### src/design/sync_length_frame_receiver_assert.svh
// ----------------------------------------------------------------------------
// sync_length_frame_receiver_assert.svh
// Assertion macros shared by the frame receiver modules.
// ----------------------------------------------------------------------------
`ifndef SYNC_LENGTH_FRAME_RECEIVER_ASSERT_SVH
`define SYNC_LENGTH_FRAME_RECEIVER_ASSERT_SVH

// Check that a condition holds at every clock edge outside reset.
`define SLFR_ASSERT_ALWAYS(name, clk, rst, cond, msg) \
   name: assert property (@(posedge clk) disable iff (rst) (cond)) else $error(msg);

// Check that a consequence holds in the same cycle as its trigger.
`define SLFR_ASSERT_IMPL(name, clk, rst, ante, cons, msg) \
   name: assert property (@(posedge clk) disable iff (rst) (ante) |-> (cons)) \
      else $error(msg);

// Check that a consequence holds in the cycle after its trigger.
`define SLFR_ASSERT_NEXT(name, clk, rst, ante, cons, msg) \
   name: assert property (@(posedge clk) disable iff (rst) (ante) |=> (cons)) \
      else $error(msg);

`endif

### src/design/slfr_pkg.sv
// ----------------------------------------------------------------------------
// slfr_pkg
// Types and constants of the sync-word, length-prefixed frame receiver.
// ----------------------------------------------------------------------------
package slfr_pkg;

   // sync word "ANSI"
   localparam logic [7:0] SYNC_0 = 8'h41;
   localparam logic [7:0] SYNC_1 = 8'h4E;
   localparam logic [7:0] SYNC_2 = 8'h53;
   localparam logic [7:0] SYNC_3 = 8'h49;

   localparam int unsigned CSR_ADDR_WIDTH = 3;
   localparam int unsigned CSR_DATA_WIDTH = 32;
   localparam logic        CSR_IDX_MAX_LENGTH = 1'b0;
   localparam logic [15:0] MAX_LENGTH_RESET = 16'd256;

   typedef enum logic [2:0] {
      PH_SYNC0   = 3'd0,
      PH_SYNC1   = 3'd1,
      PH_SYNC2   = 3'd2,
      PH_SYNC3   = 3'd3,
      PH_TYPE    = 3'd4,
      PH_LEN_LO  = 3'd5,
      PH_LEN_HI  = 3'd6,
      PH_PAYLOAD = 3'd7
   } phase_type;

   // one classified item waiting for the output side
   typedef struct packed {
      logic [7:0]  frame_type;
      logic [7:0]  data_byte;
      logic [15:0] byte_index;
      logic        last_byte;
      logic        empty_frame;
      logic [15:0] length;
   } queue_entry_type;

   typedef struct packed {
      logic full;
      logic empty;
   } queue_status_type;

endpackage

### src/design/slfr_front.sv
// ----------------------------------------------------------------------------
// slfr_front
// Byte parser: tracks sync, type and length, pushes payload and empty-frame
// items into the queue.
// ----------------------------------------------------------------------------
`include "sync_length_frame_receiver_assert.svh"

module slfr_front (
   input  logic                     clock,
   input  logic                     reset,
   input  logic                     accept,
   input  logic [7:0]               rx_byte,
   output logic                     push,
   output slfr_pkg::queue_entry_type push_entry
);
   import slfr_pkg::*;

   phase_type   phase_ff, phase_in;
   logic [7:0]  type_ff, type_in;
   logic [15:0] length_ff, length_in;
   logic [15:0] count_ff, count_in;
   logic [15:0] full_length;
   logic        last;

   always_ff @(posedge clock) begin
      if (reset) begin
         phase_ff  <= PH_SYNC0;
         type_ff   <= '0;
         length_ff <= '0;
         count_ff  <= '0;
      end else begin
         phase_ff  <= phase_in;
         type_ff   <= type_in;
         length_ff <= length_in;
         count_ff  <= count_in;
      end
   end

   assign full_length = {rx_byte, length_ff[7:0]};
   assign last = ({1'b0, count_ff} + 17'd1) >= {1'b0, length_ff};

   always_comb begin
      phase_in   = phase_ff;
      type_in    = type_ff;
      length_in  = length_ff;
      count_in   = count_ff;
      push       = 1'b0;
      push_entry = '{frame_type: type_ff, data_byte: rx_byte, byte_index: count_ff,
                     last_byte: last, empty_frame: 1'b0, length: length_ff};
      if (accept) begin
         case (phase_ff)
            PH_SYNC0: phase_in = (rx_byte == SYNC_0) ? PH_SYNC1 : PH_SYNC0;
            PH_SYNC1: phase_in = (rx_byte == SYNC_1) ? PH_SYNC2 : PH_SYNC0;
            PH_SYNC2: phase_in = (rx_byte == SYNC_2) ? PH_SYNC3 : PH_SYNC0;
            PH_SYNC3: phase_in = (rx_byte == SYNC_3) ? PH_TYPE  : PH_SYNC0;
            PH_TYPE: begin
               type_in  = rx_byte;
               phase_in = PH_LEN_LO;
            end
            PH_LEN_LO: begin
               length_in = {8'h00, rx_byte};
               phase_in  = PH_LEN_HI;
            end
            PH_LEN_HI: begin
               length_in = full_length;
               count_in  = '0;
               if (full_length == 16'd0) begin
                  // zero-length frame: emit a single empty marker
                  push       = 1'b1;
                  push_entry = '{frame_type: type_ff, data_byte: 8'h00, byte_index: 16'd0,
                                 last_byte: 1'b1, empty_frame: 1'b1, length: 16'd0};
                  phase_in   = PH_SYNC0;
               end else begin
                  phase_in = PH_PAYLOAD;
               end
            end
            PH_PAYLOAD: begin
               push     = 1'b1;
               count_in = count_ff + 16'd1;
               if (last) begin
                  phase_in = PH_SYNC0;
               end
            end
            default: phase_in = PH_SYNC0;
         endcase
      end
   end

   `SLFR_ASSERT_IMPL(a_count_in_frame, clock, reset, phase_ff == PH_PAYLOAD,
      count_ff < length_ff, "payload index ran past the declared length")
   `SLFR_ASSERT_IMPL(a_push_on_accept, clock, reset, push, accept,
      "item pushed without an accepted byte")
   `SLFR_ASSERT_NEXT(a_last_ends_frame, clock, reset,
      push && push_entry.last_byte, phase_ff == PH_SYNC0,
      "frame end did not restart the sync search")

endmodule

### src/design/slfr_queue.sv
// ----------------------------------------------------------------------------
// slfr_queue
// Short FIFO between the parser and the output stage.
// ----------------------------------------------------------------------------
`include "sync_length_frame_receiver_assert.svh"

module slfr_queue #(
   parameter int unsigned DEPTH = 4   // at least 2
) (
   input  logic                      clock,
   input  logic                      reset,
   input  logic                      push,
   input  slfr_pkg::queue_entry_type push_entry,
   input  logic                      pop,
   output slfr_pkg::queue_entry_type head_entry,
   output slfr_pkg::queue_status_type status
);
   import slfr_pkg::*;

   localparam int unsigned PTR_W = $clog2(DEPTH);
   localparam int unsigned CNT_W = $clog2(DEPTH + 1);

   queue_entry_type  entries_ff [DEPTH];
   logic [PTR_W-1:0] wr_ptr_ff, wr_ptr_in;
   logic [PTR_W-1:0] rd_ptr_ff, rd_ptr_in;
   logic [CNT_W-1:0] count_ff, count_in;

   function automatic logic [PTR_W-1:0] ptr_next(input logic [PTR_W-1:0] ptr);
      return (ptr == PTR_W'(DEPTH - 1)) ? '0 : ptr + PTR_W'(1);
   endfunction

   always_ff @(posedge clock) begin
      if (push) begin
         entries_ff[wr_ptr_ff] <= push_entry;
      end
   end

   always_ff @(posedge clock) begin
      if (reset) begin
         wr_ptr_ff <= '0;
         rd_ptr_ff <= '0;
         count_ff  <= '0;
      end else begin
         wr_ptr_ff <= wr_ptr_in;
         rd_ptr_ff <= rd_ptr_in;
         count_ff  <= count_in;
      end
   end

   always_comb begin
      wr_ptr_in = push ? ptr_next(wr_ptr_ff) : wr_ptr_ff;
      rd_ptr_in = pop  ? ptr_next(rd_ptr_ff) : rd_ptr_ff;
      count_in  = count_ff;
      if (push && !pop) begin
         count_in = count_ff + CNT_W'(1);
      end else if (pop && !push) begin
         count_in = count_ff - CNT_W'(1);
      end
   end

   assign head_entry   = entries_ff[rd_ptr_ff];
   assign status.full  = (count_ff == CNT_W'(DEPTH));
   assign status.empty = (count_ff == '0);

   `SLFR_ASSERT_IMPL(a_no_push_full, clock, reset, push, !status.full,
      "push into a full queue")
   `SLFR_ASSERT_IMPL(a_no_pop_empty, clock, reset, pop, !status.empty,
      "pop from an empty queue")
   `SLFR_ASSERT_ALWAYS(a_count_bound, clock, reset, count_ff <= CNT_W'(DEPTH),
      "queue count beyond depth")

endmodule

### src/design/slfr_back.sv
// ----------------------------------------------------------------------------
// slfr_back
// Output stage: drains the queue, applies the oversize check, holds the
// result until it is taken.
// ----------------------------------------------------------------------------
`include "sync_length_frame_receiver_assert.svh"

module slfr_back (
   input  logic                       clock,
   input  logic                       reset,
   input  slfr_pkg::queue_entry_type  head_entry,
   input  slfr_pkg::queue_status_type status,
   input  logic [15:0]                max_length,
   output logic                       pop,
   output logic                       rsp_valid,
   input  logic                       rsp_stall,
   output logic [7:0]                 rsp_frame_type,
   output logic [7:0]                 rsp_data_byte,
   output logic [15:0]                rsp_byte_index,
   output logic                       rsp_last_byte,
   output logic                       rsp_empty_frame,
   output logic                       rsp_oversize
);
   import slfr_pkg::*;

   logic        valid_ff, valid_in;
   logic [7:0]  frame_type_ff;
   logic [7:0]  data_byte_ff;
   logic [15:0] byte_index_ff;
   logic        last_byte_ff;
   logic        empty_frame_ff;
   logic        oversize_ff;

   // refill the output register when it is free or being taken
   assign pop = !status.empty && (!valid_ff || !rsp_stall);

   always_comb begin
      if (pop) begin
         valid_in = 1'b1;
      end else begin
         valid_in = valid_ff && rsp_stall;
      end
   end

   always_ff @(posedge clock) begin
      if (reset) begin
         valid_ff <= 1'b0;
      end else begin
         valid_ff <= valid_in;
      end
   end

   always_ff @(posedge clock) begin
      if (pop) begin
         frame_type_ff  <= head_entry.frame_type;
         data_byte_ff   <= head_entry.data_byte;
         byte_index_ff  <= head_entry.byte_index;
         last_byte_ff   <= head_entry.last_byte;
         empty_frame_ff <= head_entry.empty_frame;
         oversize_ff    <= !head_entry.empty_frame && (head_entry.length > max_length);
      end
   end

   assign rsp_valid       = valid_ff;
   assign rsp_frame_type  = frame_type_ff;
   assign rsp_data_byte   = data_byte_ff;
   assign rsp_byte_index  = byte_index_ff;
   assign rsp_last_byte   = last_byte_ff;
   assign rsp_empty_frame = empty_frame_ff;
   assign rsp_oversize    = oversize_ff;

   `SLFR_ASSERT_IMPL(a_empty_shape, clock, reset, valid_ff && empty_frame_ff,
      last_byte_ff && !oversize_ff && (byte_index_ff == 16'd0) && (data_byte_ff == 8'h00),
      "empty-frame result with payload fields set")
   `SLFR_ASSERT_NEXT(a_held_on_stall, clock, reset, valid_ff && rsp_stall,
      valid_ff && $stable(byte_index_ff) && $stable(data_byte_ff),
      "stalled result changed")

endmodule

### src/design/sync_length_frame_receiver.sv
// ----------------------------------------------------------------------------
// sync_length_frame_receiver
// Recovers "ANSI"-synced, type- and length-prefixed frames from a byte
// stream and emits one result per payload byte (or one per empty frame).
// ----------------------------------------------------------------------------
//
//   channel  direction  handshake             payload
//   req_     in         req_valid/req_stall   req_rx_byte
//   rsp_     out        rsp_valid/rsp_stall   frame_type, data_byte, byte_index,
//                                             last_byte, empty_frame, oversize
//   csr      in/out     psel/penable/pready   max_length at byte address 0
//
// One byte is taken every cycle while req_stall is low; header bytes make no result.
// An accepted payload byte reaches rsp_ through a two-register path (parser
// into queue, queue into output register); rsp_stall can hold it back.
// req_stall rises only when the QUEUE_DEPTH-entry queue is full, which
// happens after rsp_stall has held the output for that many items.
// Synchronous reset returns the parser to the sync search, empties the
// queue and drops any pending result; max_length returns to 256.
// ----------------------------------------------------------------------------
module sync_length_frame_receiver #(
   parameter int unsigned QUEUE_DEPTH = 4   // parser-to-output queue, at least 2
) (
   input  logic                                  clock,
   input  logic                                  reset,
   // byte input
   input  logic                                  req_valid,
   output logic                                  req_stall,
   input  logic [7:0]                            req_rx_byte,
   // results
   output logic                                  rsp_valid,
   input  logic                                  rsp_stall,
   output logic [7:0]                            rsp_frame_type,
   output logic [7:0]                            rsp_data_byte,
   output logic [15:0]                           rsp_byte_index,
   output logic                                  rsp_last_byte,
   output logic                                  rsp_empty_frame,
   output logic                                  rsp_oversize,
   // configuration
   input  logic                                  psel,
   input  logic                                  penable,
   input  logic                                  pwrite,
   input  logic [slfr_pkg::CSR_ADDR_WIDTH-1:0]   paddr,
   input  logic [slfr_pkg::CSR_DATA_WIDTH-1:0]   pwdata,
   output logic [slfr_pkg::CSR_DATA_WIDTH-1:0]   prdata,
   output logic                                  pready
);
   import slfr_pkg::*;

   logic             accept;
   logic             push;
   logic             pop;
   queue_entry_type  push_entry;
   queue_entry_type  head_entry;
   queue_status_type status;

   logic [15:0] max_length_ff, max_length_in;
   logic        csr_write;
   logic        csr_hit;

   // ---- configuration register -----------------------------------------
   // word index is the top address bit; anything past the list is ignored
   assign pready    = 1'b1;
   assign csr_hit   = (paddr[CSR_ADDR_WIDTH-1] == CSR_IDX_MAX_LENGTH);
   assign csr_write = psel && penable && pwrite && pready;

   always_comb begin
      max_length_in = max_length_ff;
      if (csr_write && csr_hit) begin
         max_length_in = pwdata[15:0];
      end
   end

   always_ff @(posedge clock) begin
      if (reset) begin
         max_length_ff <= MAX_LENGTH_RESET;
      end else begin
         max_length_ff <= max_length_in;
      end
   end

   // read back: zero outside the register list
   always_comb begin
      prdata = '0;
      if (csr_hit) begin
         prdata = {{(CSR_DATA_WIDTH - 16){1'b0}}, max_length_ff};
      end
   end

   // ---- input side: hold bytes while the queue is full ---------------------
   assign req_stall = status.full;
   assign accept    = req_valid && !req_stall;

   slfr_front u_front (
      .clock      (clock),
      .reset      (reset),
      .accept     (accept),
      .rx_byte    (req_rx_byte),
      .push       (push),
      .push_entry (push_entry)
   );

   slfr_queue #(
      .DEPTH (QUEUE_DEPTH)
   ) u_queue (
      .clock      (clock),
      .reset      (reset),
      .push       (push),
      .push_entry (push_entry),
      .pop        (pop),
      .head_entry (head_entry),
      .status     (status)
   );

   // ---- output side: oversize check and result register --------------------
   slfr_back u_back (
      .clock           (clock),
      .reset           (reset),
      .head_entry      (head_entry),
      .status          (status),
      .max_length      (max_length_ff),
      .pop             (pop),
      .rsp_valid       (rsp_valid),
      .rsp_stall       (rsp_stall),
      .rsp_frame_type  (rsp_frame_type),
      .rsp_data_byte   (rsp_data_byte),
      .rsp_byte_index  (rsp_byte_index),
      .rsp_last_byte   (rsp_last_byte),
      .rsp_empty_frame (rsp_empty_frame),
      .rsp_oversize    (rsp_oversize)
   );

endmodule
### config.mk
export PLATFORM = sky130hd
export DESIGN_NAME = sync_length_frame_receiver
export DESIGN_NICKNAME = d
export VERILOG_FILES = /design/src/design/slfr_pkg.sv /design/src/design/slfr_front.sv /design/src/design/slfr_queue.sv /design/src/design/slfr_back.sv /design/src/design/sync_length_frame_receiver.sv
export VERILOG_INCLUDE_DIRS = /design/src /design/src/design
export SDC_FILE = /design/constraint.sdc
export NUM_CORES = 1
export LEC_CHECK = 0
export BUFFER_PORTS_ARGS = -buffer_cell sky130_fd_sc_hd__buf_2
export CORE_AREA = 3 3 174 176
export CTS_CLUSTER_SIZE = 40
export DETAILED_ROUTE_END_ITERATION = 8
export DIE_AREA = 0 0 177 179
export SYNTH_ARGS = -nofsm -noshare
export SYNTH_HDL_FRONTEND = slang
export SYNTH_SLANG_ARGS = --single-unit
### constraint.sdc
create_clock -name clock -period 5 [get_ports clock]
set_clock_uncertainty 0.05 [all_clocks]
set_input_delay 1 -clock clock [delete_from_list [all_inputs] [get_ports clock]]
set_output_delay 1 -clock clock [all_outputs]
set_load 0.01 [all_outputs]
==> results of run 1 <==
power by group through the flow:
stage / registers, mW / clock network (mW) / logic (mW)
floorplan: 3.16 / 0 / 0.702
global placement: 3.19 / 0 / 1.01
detailed placement: 3.19 / 0 / 1.02
CTS: 3.14 / 2.08 / 1.03
global route: 3.16 / 2.19 / 1.11
finish: 3.13 / 2.02 / 0.994
path summary, 6_finish.rpt:
check             depth (start not counted)                   endpoint  slack, ns
hold / removal                            2          max_length_ff[15]       0.40
setup / recovery                         12  u_queue.entries_ff[0][17]       1.54
hold reg to reg                           2          max_length_ff[15]       0.40
setup reg to reg                         12  u_queue.entries_ff[0][17]       1.54
cell families (layout without fill, tap and decap cells):
group,after synthesis,count (layout),share of synthesized area
buffers and inverters,113,190,0.0392
multiplexers,61,61,0.0978
other,2,17,0.000594
AO/OA/AOI/OAI,105,105,0.0491
AND/OR/NAND/NOR,239,239,0.0943
flip-flops,304,304,0.668
XOR/XNOR,16,16,0.0111
adder cells (fa/ha/maj),40,40,0.0402
worst min-delay path, cell delays in order, from the launching register on:
cell	delay [ns]
dfxtp_1	0.31
nand2_1	0.05
a21oi_1	0.05
sequential cells by signal, indices dropped and copies added, names as in the netlist, 3 cells and up, named ones only:
signal and count:
u_queue.entries_ff 200, max_length_ff 16, u_back.rsp_byte_index 16, u_front.count_ff 16, u_front.length_ff 16, u_back.rsp_data_byte 8, u_back.rsp_frame_type 8, u_front.type_ff 8
u_front.phase_ff 3, u_queue.count_ff 3
area by class of cell:
class	count	area, um^2
flip-flops and latches	304	8440
fillers	2475	14500
inverters	41	154
clock inverters	14	104
multi-input cells	478	3780
repair buffers	96	523
well taps	384	480
clock buffers	39	773
synth_stat cells (all sizes together), types with 2 or more instances:
cell,n
edfxtp,235
nor2,78
dfxtp,69
nand2,57
a21oi,51
mux4,50
clkbuf,43
inv,41
ha,39
buf,29
nand3,20
nor2b,19
o21ai,18
nor3,14
a22oi,11
mux2i,11
nand4,9
xnor2,9
and2b,7
xor2,7
a21o,6
or3,5
a31oi,4
and3,4
nand2b,4
nand3b,4
nor4,4
a211oi,3
o31ai,3
or3b,3
and4,2
conb,2
nand4b,2
o211ai,2
or2,2
metal layers:
metal | global-route usage | vias up
met5 | 0 | -
met4 | 0.0311 | 2
met3 | 0.0229 | 33
met2 | 0.266 | 163
met1 | 0.218 | 3454
li1 | - | 3367
stage by stage:
stage               power (mW)  utilization  worst slack (ns)
finish                    6.15        0.495              1.54
global route              6.46        0.495              1.21
CTS                       6.25        0.495              1.54
detailed placement        4.21        0.465              1.44
global placement          4.20        0.465              1.46
floorplan                 3.87            -             0.289
==> impl_metrics.yaml, run 1 <==
run_status:
  status: "finished, final reports clean"
die:
  num_rows: 62
  die_area_um2: 31700
  core_area_um2: 28800
  initial_utilization: 0.439
  num_io_pins: 120
  die_w_um: 177
  fp.dieH_um: 179
detailed_routing:
  first_pass_iters: 5
  antenna_left: 0
  m1WireLength_um: 11200
  post_drt_via_cell_ratio: 5.18
  vias: 7019
  wl_per_cell_um: 18.1
  wirelength_um: 24600
  met2_wirelength_um: 12000
  detail_route.iter0.violations: 412
  drc: 0
  routed.top_layer: "met5"
  wl_met3_um: 1110
finish:
  fin_nets: 1040
  design_area_um2: 14300
  num_antenna_cells: 0
  final_common_cell: "edfxtp_1"
  drive_gt1_frac: 0.208
  mostFrequentLayoutCells: "235 x edfxtp_1, 84 x buf_2, 76 x nor2_1"
  final_cells: 1356
  area.growth.synth_to_final_pct: 12.8
power_and_ir_drop:
  power.switching_mw: 1.58
  ir_drop_mv: 0.246
  p_int_mw: 4.57
  p_leak_nw: 5.02
  power_density_nw_per_um2: 431
  seq_power_share: 0.509
  p_sw_frac: 0.256
  combPwrFrac: 0.162
  clkPwrFrac: 0.329
sta:
  hold_viol_final: 0
  finalCritPeriodShare: 0.691
  setup_viol: 0
  worstMarginPinSlew_ns: 1.08
  hold_slack_ns: 0.404
  slew_headroom: 0.281
  rsz0062_at_grt: "no"
  max_freq_mhz: 289
  fin_crit_ns: 3.46
  drv_slew: 0
  fin_setup_tns_ns: 0
worst_setup_path:
  critPathMaxStageDelay_ns: 0.52
  critPathTopFamily: "simple AND/OR/NAND/NOR gates"
  crit_chain: "ha_1 > and4_1 > nand2b_1 > nor2_1 > nand3_1 > xnor2_1 > ha_1 > nand4_1 > nor2_1 > a31oi_1 > o211ai_1 > a2111o_1"
  crit_slowest_cell: "a2111o_1"
  startpoint: "u_front.count_ff[0]"
  crit_buf_inv: 0
  cp-end-kind: "register"
  worstSetupPathType: "reg -> reg"
  start_kind: "register"
  critical_path.max_fanout: 7
  crit_required_ns: 5.20
  crit_arrival_ns: 3.66
  r2r-start: "u_front.count_ff[0]"
grt:
  track_usage: 0.157
  grt_pass1_wl_um: 38900
  globalRoute.totalOverflow: 0
  grt_pass1_vias: 6903
  grt_max_degree: 50
  antenna_found_initial: 1
clock_tree:
  ctsLongestPathBuffers: 3
  clock-sinks: 304
  clk_pin_slew_ns: 0.06
  cts_tree: "done"
  cts_setup_buffers: 0
  cts_hold_buf: 0
  cts_resized: 0
  root_buffer: "clkbuf_16"
  h-tree-depth: 1
  numCtsBuffers: 29
  clk_latency_ns: 0.54
placement:
  hpwl_um: 16100
  place_inst: 1303
  place_area_um2: 13400
  gp_congestion: 0.832
  io_buffers: 84
synth:
  yosys-top-cells-area: "edfxtp_1 56%, dfxtp_1 11%, mux4_2 8.9%"
  synthFlopType: "edfxtp_1"
  synth_cell_types: 56
  yosys.area.top_type: "edfxtp_1"
  async_flop_share: 0
  ys_ff_latch: 304
  synth_edf_count: 235
  seq_area_frac_synth: 0.668
  synth_top_cell_area_share: 0.558
  ys_warn_count: 0
  avgSynthCellArea_um2: 14.4
  synth_area_um2: 12600
  syn_inst: 880
min_path:
  hold_start: "max_length_ff[15]"
  holdCritPathClass: "reg -> reg"
flow_run:
  max_cap_violations: 0
Power figures use the tool's default switching activity.
==> run 2, diff against run 1 <==
ABC_AREA = 1   (was unset)
CORE_AREA = 3 3 175 177   (was 3 3 174 176)
DIE_AREA = 0 0 178 180   (was 0 0 177 179)
clock period = 3.4 ns   (was 5 ns; I/O delays follow)
==> run 2 against run 1 <==
Against the previous run: hold slack worse by 0.051 ns; via count is 19% higher; global-route usage is 1.2 points higher; first-iteration DRC count is 31% higher; die area is 1.1% higher; final cell count is 21% higher; critical path type unchanged; largest power group unchanged.
==> impl_metrics.yaml, run 2 <==
run_status:
  status: "finished, final reports clean"
die:
  die_area_um2: 32000
  num_io_pins: 120
  initial_utilization: 0.434
  fp.dieH_um: 180
  num_rows: 63
  die_w_um: 178
  core_area_um2: 29400
synth:
  synth_area_um2: 12800
  synth_edf_count: 235
  async_flop_share: 0
  synth.most_common_cell: "edfxtp_1"
  yosys.area.top_type: "edfxtp_1"
  ys_ff_latch: 304
  seq_area_frac_synth: 0.662
  synthFlopType: "edfxtp_1"
  synth_cell_types: 42
  syn_inst: 1150
  avgSynthCellArea_um2: 11.1
  yosys-top-cells-area: "edfxtp_1 55%, dfxtp_1 11%, nor2_1 5.4%"
  ys_warn_count: 0
  synth_top_cell_area_share: 0.553
  synthTopCellsByCount: "235 x edfxtp_1, 185 x nor2_1, 132 x o21ai_0"
clock_tree:
  ctsLongestPathBuffers: 3
  cts_resized: 0
  h-tree-depth: 2
  cts_setup_buffers: 0
  cts_tree: "done"
  clk_latency_ns: 0.50
  numCtsBuffers: 34
  clk_pin_slew_ns: 0.06
  cts_hold_buf: 0
  clock-sinks: 304
  root_buffer: "clkbuf_16"
detailed_routing:
  drc: 0
  detail_route.iter0.violations: 538
  wirelength_um: 27100
  post_drt_via_cell_ratio: 5.09
  vias: 8337
  antenna_left: 0
  wl_per_cell_um: 16.5
  first_pass_iters: 5
placement:
  hpwl_um: 17100
  gp_congestion: 0.914
  io_buffers: 84
sta:
  fin_crit_ns: 2.90
  setup_viol: 0
  drv_slew: 0
  max_freq_mhz: 345
  worstMarginPinSlew_ns: 0.994
  hold_viol_final: 0
  hold_slack_ns: 0.353
  slew_headroom: 0.338
  rsz0062_at_grt: "no"
  finalCritPeriodShare: 0.852
finish:
  largest_reg_flops: 200
  num_antenna_cells: 0
  drive_gt1_frac: 0.145
  fin_nets: 1313
  largest-register: "u_queue.entries_ff"
  mostFrequentLayoutCells: "235 x edfxtp_1, 181 x nor2_1, 132 x o21ai_0"
  final_common_cell: "edfxtp_1"
  area.growth.synth_to_final_pct: 14.7
worst_setup_path:
  cp-end-kind: "register"
  crit_arrival_ns: 3.23
  worstSetupPathType: "reg -> reg"
  reg2reg_slack_ns: 0.50
  r2r_end: "u_front.phase_ff[0]"
  r2r-start: "u_front.count_ff[0]"
  start_kind: "register"
  crit_required_ns: 3.73
  critical_path.max_fanout: 5
  reg2regPathDepth: 20
grt:
  grt_max_degree: 61
  track_usage: 0.169
  grt_pass1_wl_um: 42800
  grt_pass1_vias: 8075
  antenna_found_initial: 1
  globalRoute.totalOverflow: 0
power_and_ir_drop:
  ir_drop_mv: 0.332
  power_density_nw_per_um2: 720
  p_leak_nw: 5.37
  fin_total_pwr_mw: 10.5
min_path:
  holdCritPathClass: "in -> reg"
  worstHoldPathCells: 3
  min_delay_worst_endpoint: "max_length_ff[8]"
  hold_start: "pwdata[8]"
flow_run:
  max_cap_violations: 0
==> run 2: cell types whose count changed after synthesis, moves of 12 or more <==
cell      previous run  this run
nor2b_1             19         0
inv_1               40        99
o22ai_1              0        55
nand2_1             57        87
mux4_2              50         0
nor2_1              76       185
clkbuf_1            43        55
a21oi_1             51        68
o21ai_0             18       132
==> run 2: worst max-delay path, stage by stage (launching register included) <==
cell and delay, ns:
dfxtp_1 0.41, ha_1 0.21, nand2_1 0.10, nor2_1 0.18, nand3_1 0.21, inv_1 0.13
nand2_1 0.07, xor2_1 0.22, ha_1 0.29, nand2_1 0.06, inv_1 0.06, nand2_1 0.07
nand2_1 0.05, nand2_1 0.05, nand3_1 0.08, nand2_1 0.09, nand4_1 0.09, nand2_1 0.17
nand2_1 0.07, nand2_1 0.06, nor2_1 0.05
==> run 2: cells by family (layout without fill, tap and decap cells) <==
family / after synthesis / after routing / share of synthesized area
flops: 304 / 304 / 0.662
fa+ha+maj: 40 / 40 / 0.0398
other cells: 2 / 17 / 0.000589
buf+inv: 188 / 272 / 0.0626
simple gates: 327 / 327 / 0.108
compound gates: 278 / 278 / 0.120
xor+xnor: 11 / 11 / 0.00814
==> run 2: power breakdown <==
part | leakage (nW) | total [mW] | internal (mW) | switching [mW]
sequential | 2.66 | 4.56 | 4.45 | 0.105
combinational | 2.16 | 2.42 | 0.774 | 1.64
clock | 0.546 | 3.56 | 2.18 | 1.38
total | 5.37 | 10.5 | 7.41 | 3.13
==> run 2: area by class of cell <==
| type | instances | area (um^2) |
|---|---|---|
| repair buffers | 106 | 586 |
| clock inverters | 11 | 88.8 |
| inverters | 104 | 390 |
| fillers | 2611 | 14800 |
| well taps | 390 | 488 |
| clock buffers | 51 | 1030 |
| flip-flops and latches | 304 | 8440 |
| multi-input cells | 673 | 3600 |
==> run 2: how the worst max path moves through the flow <==
stage | start | endpoint | slack, ns | cells after the start
6_report | u_front.count_ff[0] | u_front.phase_ff[0] | 0.50 | 20
5_1_grt | u_front.count_ff[0] | u_front.phase_ff[0] | 0.18 | 20
4_1_cts | u_front.count_ff[0] | u_front.phase_ff[0] | 0.50 | 18
3_5_place_dp | req_rx_byte[7] | u_queue.count_ff[1] | 0.29 | 13
3_3_place_gp | req_rx_byte[7] | u_queue.count_ff[1] | 0.33 | 13
2_1_floorplan | req_rx_byte[1] | u_queue.entries_ff[0][0] | -0.56 | 7
==> run 2: layer usage <==
layer | wire (um) | vias up | part of all wire | global-route usage
met1 | 11900 | 3987 | 0.44 | 0.224
met3 | 1210 | 40 | 0.044 | 0.0298
met4 | 488 | 2 | 0.018 | 0.0496
met5 | 7 | - | 0.00026 | 0
li1 | - | 4122 | - | -
met2 | 13500 | 186 | 0.50 | 0.284
==> run 2: stage by stage <==
step,std cells,TNS [ns],worst slack [ns],area (um^2),utilization
final,1639,0,0.504,14600,0.497
after global routing,1639,0,0.178,14600,0.497
after CTS,1639,0,0.502,14600,0.497
after detailed placement,1577,0,0.292,13500,0.459
after global placement,1577,0,0.333,13500,0.459
after floorplan,1165,-111.67,-0.558,12800,-
